`src/hw/rtl/imu_sfp_pkg.sv`:
```
// imu_sfp_pkg: constants, frame layout and scaling functions for the imu serial
// frame parser. Used by imu_serial_frame_parser, imu_frame_checker and the test; depends on nothing else.

package imu_sfp_pkg;

  // frame: sync byte, type byte, four little-endian words, checksum byte
  localparam int unsigned FRAME_LEN = 11;
  localparam int unsigned BUF_DEPTH = FRAME_LEN - 2;  // type and word bytes, checksum dropped
  localparam int unsigned CNT_W     = $clog2(FRAME_LEN);
  localparam int unsigned BUF_IDX_W = $clog2(BUF_DEPTH);

  localparam logic [CNT_W-1:0] CNT_HUNT = CNT_W'(0);
  localparam logic [CNT_W-1:0] CNT_LAST = CNT_W'(FRAME_LEN - 1);

  // byte positions inside the frame buffer
  localparam logic [BUF_IDX_W-1:0] POS_TYPE = BUF_IDX_W'(0);
  localparam logic [BUF_IDX_W-1:0] POS_X    = BUF_IDX_W'(1);
  localparam logic [BUF_IDX_W-1:0] POS_Y    = BUF_IDX_W'(3);
  localparam logic [BUF_IDX_W-1:0] POS_Z    = BUF_IDX_W'(5);
  localparam logic [BUF_IDX_W-1:0] POS_T    = BUF_IDX_W'(7);

  // frame type codes
  localparam logic [7:0] TYPE_ACC  = 8'h51;
  localparam logic [7:0] TYPE_GYRO = 8'h52;
  localparam logic [7:0] TYPE_ANG  = 8'h53;

  // configuration port
  localparam int unsigned CFG_ADDR_W = 3;
  localparam int unsigned CFG_DATA_W = 32;
  localparam logic        REG_SYNC   = 1'b0;
  localparam logic [7:0]  SYNC_RESET = 8'h55;

  // raw*49/10240 == (raw*ACC_RECIP) >> ACC_SHIFT for |raw| <= 32768
  localparam logic [21:0] ACC_RECIP = 22'd2569012;
  localparam int unsigned ACC_SHIFT = 29;
  // raw*125/2048 is exact with a shift
  localparam logic [6:0]  GYRO_MUL   = 7'd125;
  localparam int unsigned GYRO_SHIFT = 11;
  // raw/100 == (raw*TEMP_RECIP) >> TEMP_SHIFT for |raw| <= 32768
  localparam logic [12:0] TEMP_RECIP = 13'd5243;
  localparam int unsigned TEMP_SHIFT = 19;

  typedef logic signed [15:0] word_t;
  typedef logic signed [11:0] scaled_t;
  typedef logic signed [9:0]  temp_t;

  function automatic logic [16:0] word_mag(input word_t w);
    logic [16:0] wext;
    wext = {w[15], w};
    return w[15] ? (~wext + 17'd1) : wext;
  endfunction

  // scale one axis word, truncated toward zero
  function automatic scaled_t scale_axis(input word_t w, input logic is_acc);
    logic [16:0] mag;
    logic [38:0] prod_acc;
    logic [23:0] prod_gyro;
    logic [10:0] q;
    logic [11:0] res;
    mag       = word_mag(w);
    prod_acc  = 39'(mag) * 39'(ACC_RECIP);
    prod_gyro = 24'(mag) * 24'(GYRO_MUL);
    if (is_acc) begin
      q = {1'b0, prod_acc[ACC_SHIFT +: 10]};
    end else begin
      q = prod_gyro[GYRO_SHIFT +: 11];
    end
    res = w[15] ? (12'd0 - {1'b0, q}) : {1'b0, q};
    return scaled_t'(res);
  endfunction

  function automatic temp_t temp_div(input word_t w);
    logic [16:0] mag;
    logic [29:0] prod;
    logic [8:0]  q;
    logic [9:0]  res;
    mag  = word_mag(w);
    prod = 30'(mag) * 30'(TEMP_RECIP);
    q    = prod[TEMP_SHIFT +: 9];
    res  = w[15] ? (10'd0 - {1'b0, q}) : {1'b0, q};
    return temp_t'(res);
  endfunction

endpackage

```
`src/hw/rtl/imu_serial_frame_parser.sv`:
```
// imu_serial_frame_parser: sync hunt, frame assembly and scaling of imu frames.
// Depends on imu_sfp_pkg for frame layout, codes and scaling functions.
//
//   channel  | direction | handshake                 | payload
//   ---------+-----------+---------------------------+-------------------------------
//   input    | in        | in_valid_i / in_stall_o   | rx_byte_i
//   result   | out       | out_valid_o / out_stall_i | frame_type_o .. temperature_o
//   config   | in        | apb (psel .. pready)      | sync_byte at address 0
//
// one byte is taken per cycle unless in_stall_o is high; each byte passes through the input register.
// a result is loaded into the output registers when the checksum byte leaves the input register.
// reset clears the byte counter (hunting) and sets the sync byte to 0x55.
// out_stall_i only holds back the last byte of a frame while a result still waits;
// all other bytes keep flowing, so one result can wait while the next frame builds.

module imu_serial_frame_parser
  import imu_sfp_pkg::*;
(
  input  logic                  clk_i,
  input  logic                  rst_ni,

  input  logic                  in_valid_i,
  output logic                  in_stall_o,
  input  logic [7:0]            rx_byte_i,

  output logic                  out_valid_o,
  input  logic                  out_stall_i,
  output logic [7:0]            frame_type_o,
  output logic                  type_scaled_o,
  output logic signed [15:0]    word_x_o,
  output logic signed [15:0]    word_y_o,
  output logic signed [15:0]    word_z_o,
  output logic signed [15:0]    word_t_o,
  output logic signed [11:0]    scaled_x_o,
  output logic signed [11:0]    scaled_y_o,
  output logic signed [11:0]    scaled_z_o,
  output logic signed [9:0]     temperature_o,

  input  logic                  psel,
  input  logic                  penable,
  input  logic                  pwrite,
  input  logic [CFG_ADDR_W-1:0] paddr,
  input  logic [CFG_DATA_W-1:0] pwdata,
  output logic [CFG_DATA_W-1:0] prdata,
  output logic                  pready
);

  logic                 in_vld_q, in_vld_d;
  logic [7:0]           in_byte_q;
  logic [CNT_W-1:0]     cnt_q, cnt_d;
  logic [7:0]           buf_q [BUF_DEPTH];
  logic [BUF_IDX_W-1:0] wr_idx;
  logic [7:0]           sync_q;
  logic                 out_vld_q, out_vld_d;

  logic    accept, consume, is_last, out_free, emit, buf_we, cfg_we;
  logic    is_scaled, is_acc;
  logic [7:0] ftype;
  word_t   wx, wy, wz, wt;
  scaled_t sx, sy, sz;
  temp_t   tmp;

  logic [7:0]    frame_type_q;
  logic          type_scaled_q;
  word_t         word_x_q, word_y_q, word_z_q, word_t_q;
  scaled_t       scaled_x_q, scaled_y_q, scaled_z_q;
  temp_t         temperature_q;

  // handshake and byte counter
  assign is_last    = (cnt_q == CNT_LAST);
  assign out_free   = !out_vld_q || !out_stall_i;
  assign consume    = in_vld_q && (!is_last || out_free);
  assign in_stall_o = in_vld_q && !consume;
  assign accept     = in_valid_i && !in_stall_o;
  assign emit       = consume && is_last;
  assign buf_we     = consume && (cnt_q != CNT_HUNT) && !is_last;
  assign wr_idx     = BUF_IDX_W'(cnt_q - CNT_W'(1));

  always_comb begin
    in_vld_d = in_vld_q;
    if (accept) begin
      in_vld_d = 1'b1;
    end else if (consume) begin
      in_vld_d = 1'b0;
    end

    cnt_d = cnt_q;
    if (consume) begin
      if (cnt_q == CNT_HUNT) begin
        cnt_d = (in_byte_q == sync_q) ? CNT_W'(1) : CNT_HUNT;
      end else if (is_last) begin
        cnt_d = CNT_HUNT;
      end else begin
        cnt_d = cnt_q + CNT_W'(1);
      end
    end

    out_vld_d = out_vld_q;
    if (emit) begin
      out_vld_d = 1'b1;
    end else if (!out_stall_i) begin
      out_vld_d = 1'b0;
    end
  end

  always_ff @(posedge clk_i or negedge rst_ni) begin
    if (!rst_ni) begin
      in_vld_q  <= 1'b0;
      cnt_q     <= CNT_HUNT;
      out_vld_q <= 1'b0;
      sync_q    <= SYNC_RESET;
    end else begin
      in_vld_q  <= in_vld_d;
      cnt_q     <= cnt_d;
      out_vld_q <= out_vld_d;
      if (cfg_we) begin
        sync_q <= pwdata[7:0];
      end
    end
  end

  always_ff @(posedge clk_i) begin
    if (accept) begin
      in_byte_q <= rx_byte_i;
    end
    // checksum byte is not kept
    if (buf_we) begin
      buf_q[wr_idx] <= in_byte_q;
    end
  end

  // frame decode and scaling
  assign ftype     = buf_q[POS_TYPE];
  assign is_acc    = (ftype == TYPE_ACC);
  assign is_scaled = is_acc || (ftype == TYPE_GYRO) || (ftype == TYPE_ANG);
  assign wx = word_t'({buf_q[POS_X + BUF_IDX_W'(1)], buf_q[POS_X]});
  assign wy = word_t'({buf_q[POS_Y + BUF_IDX_W'(1)], buf_q[POS_Y]});
  assign wz = word_t'({buf_q[POS_Z + BUF_IDX_W'(1)], buf_q[POS_Z]});
  assign wt = word_t'({buf_q[POS_T + BUF_IDX_W'(1)], buf_q[POS_T]});
  assign sx  = scale_axis(wx, is_acc);
  assign sy  = scale_axis(wy, is_acc);
  assign sz  = scale_axis(wz, is_acc);
  assign tmp = temp_div(wt);

  always_ff @(posedge clk_i) begin
    if (emit) begin
      frame_type_q  <= ftype;
      type_scaled_q <= is_scaled;
      word_x_q      <= wx;
      word_y_q      <= wy;
      word_z_q      <= wz;
      word_t_q      <= wt;
      scaled_x_q    <= is_scaled ? sx  : '0;
      scaled_y_q    <= is_scaled ? sy  : '0;
      scaled_z_q    <= is_scaled ? sz  : '0;
      temperature_q <= is_scaled ? tmp : '0;
    end
  end

  assign out_valid_o   = out_vld_q;
  assign frame_type_o  = frame_type_q;
  assign type_scaled_o = type_scaled_q;
  assign word_x_o      = word_x_q;
  assign word_y_o      = word_y_q;
  assign word_z_o      = word_z_q;
  assign word_t_o      = word_t_q;
  assign scaled_x_o    = scaled_x_q;
  assign scaled_y_o    = scaled_y_q;
  assign scaled_z_o    = scaled_z_q;
  assign temperature_o = temperature_q;

  // configuration port
  assign pready = 1'b1;
  assign cfg_we = psel && penable && pwrite && pready && (paddr[2] == REG_SYNC);
  assign prdata = (paddr[2] == REG_SYNC) ? CFG_DATA_W'(sync_q) : '0;

`ifndef ASSERT_OFF
  a_cnt_range: assert property (@(posedge clk_i) disable iff (!rst_ni)
    cnt_q <= CNT_LAST)
    else $error("byte counter beyond frame length");

  a_unscaled_zero: assert property (@(posedge clk_i) disable iff (!rst_ni)
    out_valid_o && !type_scaled_o |->
      scaled_x_o == '0 && scaled_y_o == '0 && scaled_z_o == '0 && temperature_o == '0)
    else $error("scaled fields nonzero for unknown frame type");

  a_scaled_type: assert property (@(posedge clk_i) disable iff (!rst_ni)
    out_valid_o |-> type_scaled_o ==
      (frame_type_o == TYPE_ACC || frame_type_o == TYPE_GYRO || frame_type_o == TYPE_ANG))
    else $error("type_scaled does not match frame type");

  a_scaled_range: assert property (@(posedge clk_i) disable iff (!rst_ni)
    out_valid_o |->
      scaled_x_o >= -12'sd2000 && scaled_x_o <= 12'sd2000 &&
      scaled_y_o >= -12'sd2000 && scaled_y_o <= 12'sd2000 &&
      scaled_z_o >= -12'sd2000 && scaled_z_o <= 12'sd2000 &&
      temperature_o >= -10'sd328 && temperature_o <= 10'sd328)
    else $error("scaled value out of range");

  a_emit_after_last: assert property (@(posedge clk_i) disable iff (!rst_ni)
    $rose(out_valid_o) |-> $past(cnt_q) == CNT_LAST)
    else $error("result loaded without a complete frame");
`endif

endmodule

```
`config.mk`:
```
export PLATFORM = sky130hd
export DESIGN_NAME = imu_serial_frame_parser
export DESIGN_NICKNAME = d
export VERILOG_FILES = /design/src/hw/rtl/imu_sfp_pkg.sv /design/src/hw/rtl/imu_serial_frame_parser.sv
export SDC_FILE = /design/constraint.sdc
export NUM_CORES = 2
export LEC_CHECK = 0
export BUFFER_PORTS_ARGS = -buffer_cell sky130_fd_sc_hd__buf_2
export CAP_MARGIN = 20
export CORE_ASPECT_RATIO = 0.8
export CORE_UTILIZATION = 40
export CTS_BUF_LIST = sky130_fd_sc_hd__clkbuf_16
export DETAILED_ROUTE_END_ITERATION = 16
export GPL_TIMING_DRIVEN = 1
export RECOVER_POWER = 50
export SETUP_SLACK_MARGIN = 0.4
export SLEW_MARGIN = 20
export SYNTH_ARGS = -nofsm -noshare
export SYNTH_HDL_FRONTEND = slang
export SYNTH_SLANG_ARGS = --single-unit
```
`constraint.sdc`:
```
create_clock -name clk_i -period 9.5 [get_ports clk_i]
set_input_delay 0.475 -clock clk_i [delete_from_list [all_inputs] [get_ports clk_i]]
set_output_delay 0.475 -clock clk_i [all_outputs]
set_load 0.02 [all_outputs]
```
### Word-level counts from Yosys, hierarchy flattened

Memory sizes are Yosys's and may differ from the RTL's.
Cells that the tools add are included.

* flip-flop bits (word level): 141
* RAM bits: 72
* input bits: 50
* output and inout port bits: 154
* logic and storage cells: 94
* memories kept: 1

Memory list
* buf_q: depth 9, width 8, read ports 9, clocked after memory_dff 0, wr ports 1, RTL line imu_serial_frame_parser.sv:51 `logic [7:0] buf_q [BUF_DEPTH];`

* $add $sub $neg: 10
* multiply operators: 7
* equal/unequal tests: 6
* multiplexer cells: 21
* bitwise gates (word level): 5
* reductions and logical operators: 25

Operator list (count)
* $mul A17 B20 Y37 const B: 3
* $add A17 B1 Y17 const B: 4
* $mux W17: 4
* $not A17 Y17: 4
* $mul A17 B7 Y22 const B: 3
* $mux W11: 6
* $sub A1 B11 Y12 const A: 3
* $mul A17 B13 Y28 const B: 1
* $eq A8 B7 Y1 const B: 3
* $sub A1 B9 Y10 const A: 1
* $logic_and A1 B1 Y1: 9
* $mux W9: 1
* $eq A8 B8 Y1: 1
* $mux W4: 2
* $mux W8: 1
* $reduce_and A2 Y1: 4
* $mux W1: 7
* $logic_not A1 Y1: 5
* $add A4 B1 Y4 const B: 1
* $eq A4 B4 Y1 const B: 1
* $logic_not A4 Y1: 1
* $logic_or A1 B1 Y1: 4
* $reduce_bool A4 Y1: 1
* $sub A4 B1 Y4 const B: 1
* 3 further kinds: 3

### Depth between registers and ports, before layout

* word-level depth: 9
* depth in mapped cells: 33
* depth with buffers taken out: 33

### Worst setup path before layout

OpenSTA, ideal clock, no wires.

* kind: flip-flop to flip-flop
* start point: memory buf_q[3][6]
* end point: register scaled_y_q[10], in the netlist scaled_y_o[10] (data pin)
* library setup time: 266 ps
* arrival: 7748 ps
* data required time: 9234 ps
* setup slack: 1486 ps
* stages on the path, launching flop included: 30
* buffers on the path: 0
* clock period less this slack: 8014 ps
* path through: edfxtp_1 > or4_1 > or3_1 > or3_1 > o31ai_1 > xor2_1 > inv_1 > ha_1 > fa_1 > fa_1 > xnor2_1 > ha_1 > a21oi_1 > fa_1 > fa_1 > inv_1 > ha_1 > a21oi_1 > o21ai_0 > a221oi_2 > or3_1 > o211ai_1 > or3b_1 > a31oi_1 > ha_1 > nor2b_1 > nand3_1 > o21ai_1 > xor2_1 > nor2_1

RTL lines
* from (decl): RTL line imu_serial_frame_parser.sv:51
* to (signal assigned): RTL line imu_serial_frame_parser.sv:154 `scaled_y_q <= is_scaled ? sy : '0;`
* to (decl): RTL line imu_serial_frame_parser.sv:66 `scaled_t scaled_x_q, scaled_y_q, scaled_z_q;`

==> run metrics <==
number of global-route vias before repair=24.43k; ys async rst share=0.06573; post-route ant nets=0; Core Area=89270 um^2; Starting Density=0.4033; number of flops mapped to enable cells by yosys=199; Clock Path Buffers=3; Vias/cell=4.914; Pins Over Slew Limit=0; Num CTS Buffers=25; Clock Skew=0.02179 ns; row count=98; fin util=0.4416; Clock Sink Count=213; crit path kind=flop to flop; DR WL/cell=18.32 um; Avg Inst Size Synth=10.49 um^2; DRT Pass-1 Iters=5; Placed Cells=4841; initial antenna violation count=3; slowest library cell on the worst path=or4_1; final WL=89.58 mm; Final nets=4908; Placer Congestion=0.9102; maximum achievable frequency=116.2 MHz; Ys Warns=0; CTS H-Tree Depth=1; sum of buffers and inverters on the critical path=2; Main synth FF type=edfxtp_1; Hold Crit Class=input pin to flop; Clk Latency, worst-skew pair=0.58 ns; Setup-failing EPs final=0; n_diodes=0; Worst slew margin=0.1468; startpoint types=flop; die width=337.4 um; crit end category=flop; Ports=204; gr ovfl total=0; top-area cell type share of the netlist area=0.3019; Yosys top cell by area=fa_1; final hold vios=0; setup TNS=0 ns; CTS tree=built; crit-path max FO=6; Least-Margin Pin Slew=1.280 ns; status=complete, no violations; Critical Path RT=9.78 ns; area delta synth->final=9.477%; via count=24.03k; Clock Pin Slew Worst Setup and Hold Paths=0.06 ns; Seq/Total Area, Yosys=0.1758; CP delay by family, top=adder cells; RSZ-0062 raised after global routing=no; fraction of layout cells with a size suffix above 1=0.06125; Die Area=91220 um^2; pin count of the biggest net entering global routing=59; port bufs=152; critical path arrival=8.89 ns; final non-filler cell total=4890; Die Y=270.3 um; largest stage delay on the critical path=0.59 ns; Final Cycle Share=0.9062; post-synthesis instance area=36000 um^2; #FFs+latches synth=213; Syn Inst Count=3433; DRC errors left=0; total track usage=0.2011; first-pass GRT wire length=140.9 mm; 1st-iter DRT viols=1515; Root Driver=clkbuf_16; dpl hpwl=77.06 mm; ranking of synthesized cells by area=fa_1, ha_1, edfxtp_1; Netlist cell types=96; Hold Slack=0.07642 ns; minimum clock period=8.609 ns; maxcap violations=0
[registers in the layout (all words and copies together) (netlist names), 10 cells and up]
signal	flops
word_t_o	16
scaled_x_o	12
scaled_y_o	12
word_x_o	16
buf_q	72
word_y_o	16
temperature_o	10
word_z_o	16
scaled_z_o	12
[synth_stat cells, types with 13 or more instances]
cell type / n
fa_1: 543
inv_1: 831
o21ai_1: 14
and2_1: 15
xnor2_1: 130
nand2_1: 125
nor3_1: 42
xor2_1: 61
nand3_1: 36
a31oi_1: 24
o31ai_1: 13
buf_4: 25
nand2b_1: 18
or2_2: 14
a21o_1: 51
ha_1: 644
a21oi_1: 100
nand4_1: 23
clkbuf_1: 32
nor2_1: 132
edfxtp_1: 199
and3_1: 18
o21ai_0: 83
a211oi_1: 19
nor2b_1: 25
or3_1: 17
[final cells by class]
type,instances,area (um^2)
clock buffer,25,625.6
clock inverter,21,212.7
fill,8682,49850
inverter,833,3131
multi-input combinational,2383,26540
sequential,213,6331
tap,1200,1501
timing repair buffer,215,1074
[logic make-up after synthesis]
logic type      count (synthesis)  share of synthesized area
simple gates                  506                    0.07030
mux                            23                   0.006881
fa+ha+maj                    1187                     0.5257
xor+xnor                      193                    0.04799
compound gates                409                    0.07642
buf+inv                       900                    0.09661
flops                         213                     0.1758
other cells                     2                  0.0002086
[worst paths after layout]
| kind | from | to | slack, ns | cells past startpoint |
|---|---|---|---|---|
| min in group asynchronous | rst_ni | sync_q[5] | 0.57 | 2 |
| max | buf_q[3][6] | scaled_y_o[10] | 0.89 | 29 |
| max reg2reg | buf_q[3][6] | scaled_y_o[10] | 0.89 | 29 |
| max in group asynchronous | rst_ni | in_vld_q | 8.34 | 2 |
| min reg2reg | buf_q[0][2] | frame_type_o[2] | 0.47 | 0 |
| min | rx_byte_i[2] | in_byte_q[2] | 0.08 | 1 |
[through the flow]
| step | setup WS, ns | instance area, um^2 |
|---|---|---|
| floorplan | 1.486 | 36240 |
| global placement | 0.7319 | 38650 |
| detailed placement | 0.6547 | 38650 |
| CTS | 0.6361 | 39490 |
| global route | 0.2910 | 39420 |
| finish | 0.8908 | 39420 |
[timing repair]
action | in CTS | in global routing
gates resized for setup | 0 | 20
endpoints found under the hold margin | 10 | 0
hold buffers | 1 | 0
endpoints found under the setup margin | 0 | 21
buffers inserted | 0 | 1
[layer usage]
layer  wire [um]  track usage  vias up
li1            -            -    11550
met1       44270       0.3065    11830
met2       37230       0.2933      593
met3        7101      0.04911       59
met4         974      0.02405        0
met5           0            0        -
[cells in the final DEF (no fill, tap or decap), types with 22 or more instances in the layout]
cell type,n
a21o_1,51
a21oi_1,98
a31oi_1,22
buf_2,57
buf_4,46
clkbuf_1,110
clkbuf_16,25
conb_1,65
edfxtp_1,199
fa_1,543
ha_1,643
inv_1,833
nand2_1,125
nand3_1,36
nand4_1,23
nor2_1,131
nor2b_1,24
nor3_1,41
o21ai_0,81
xnor2_1,127
xor2_1,59
Power is left out: the tool's default activity adds up to more than one toggle a clock period on the data nets, which glitch-free logic cannot reach.
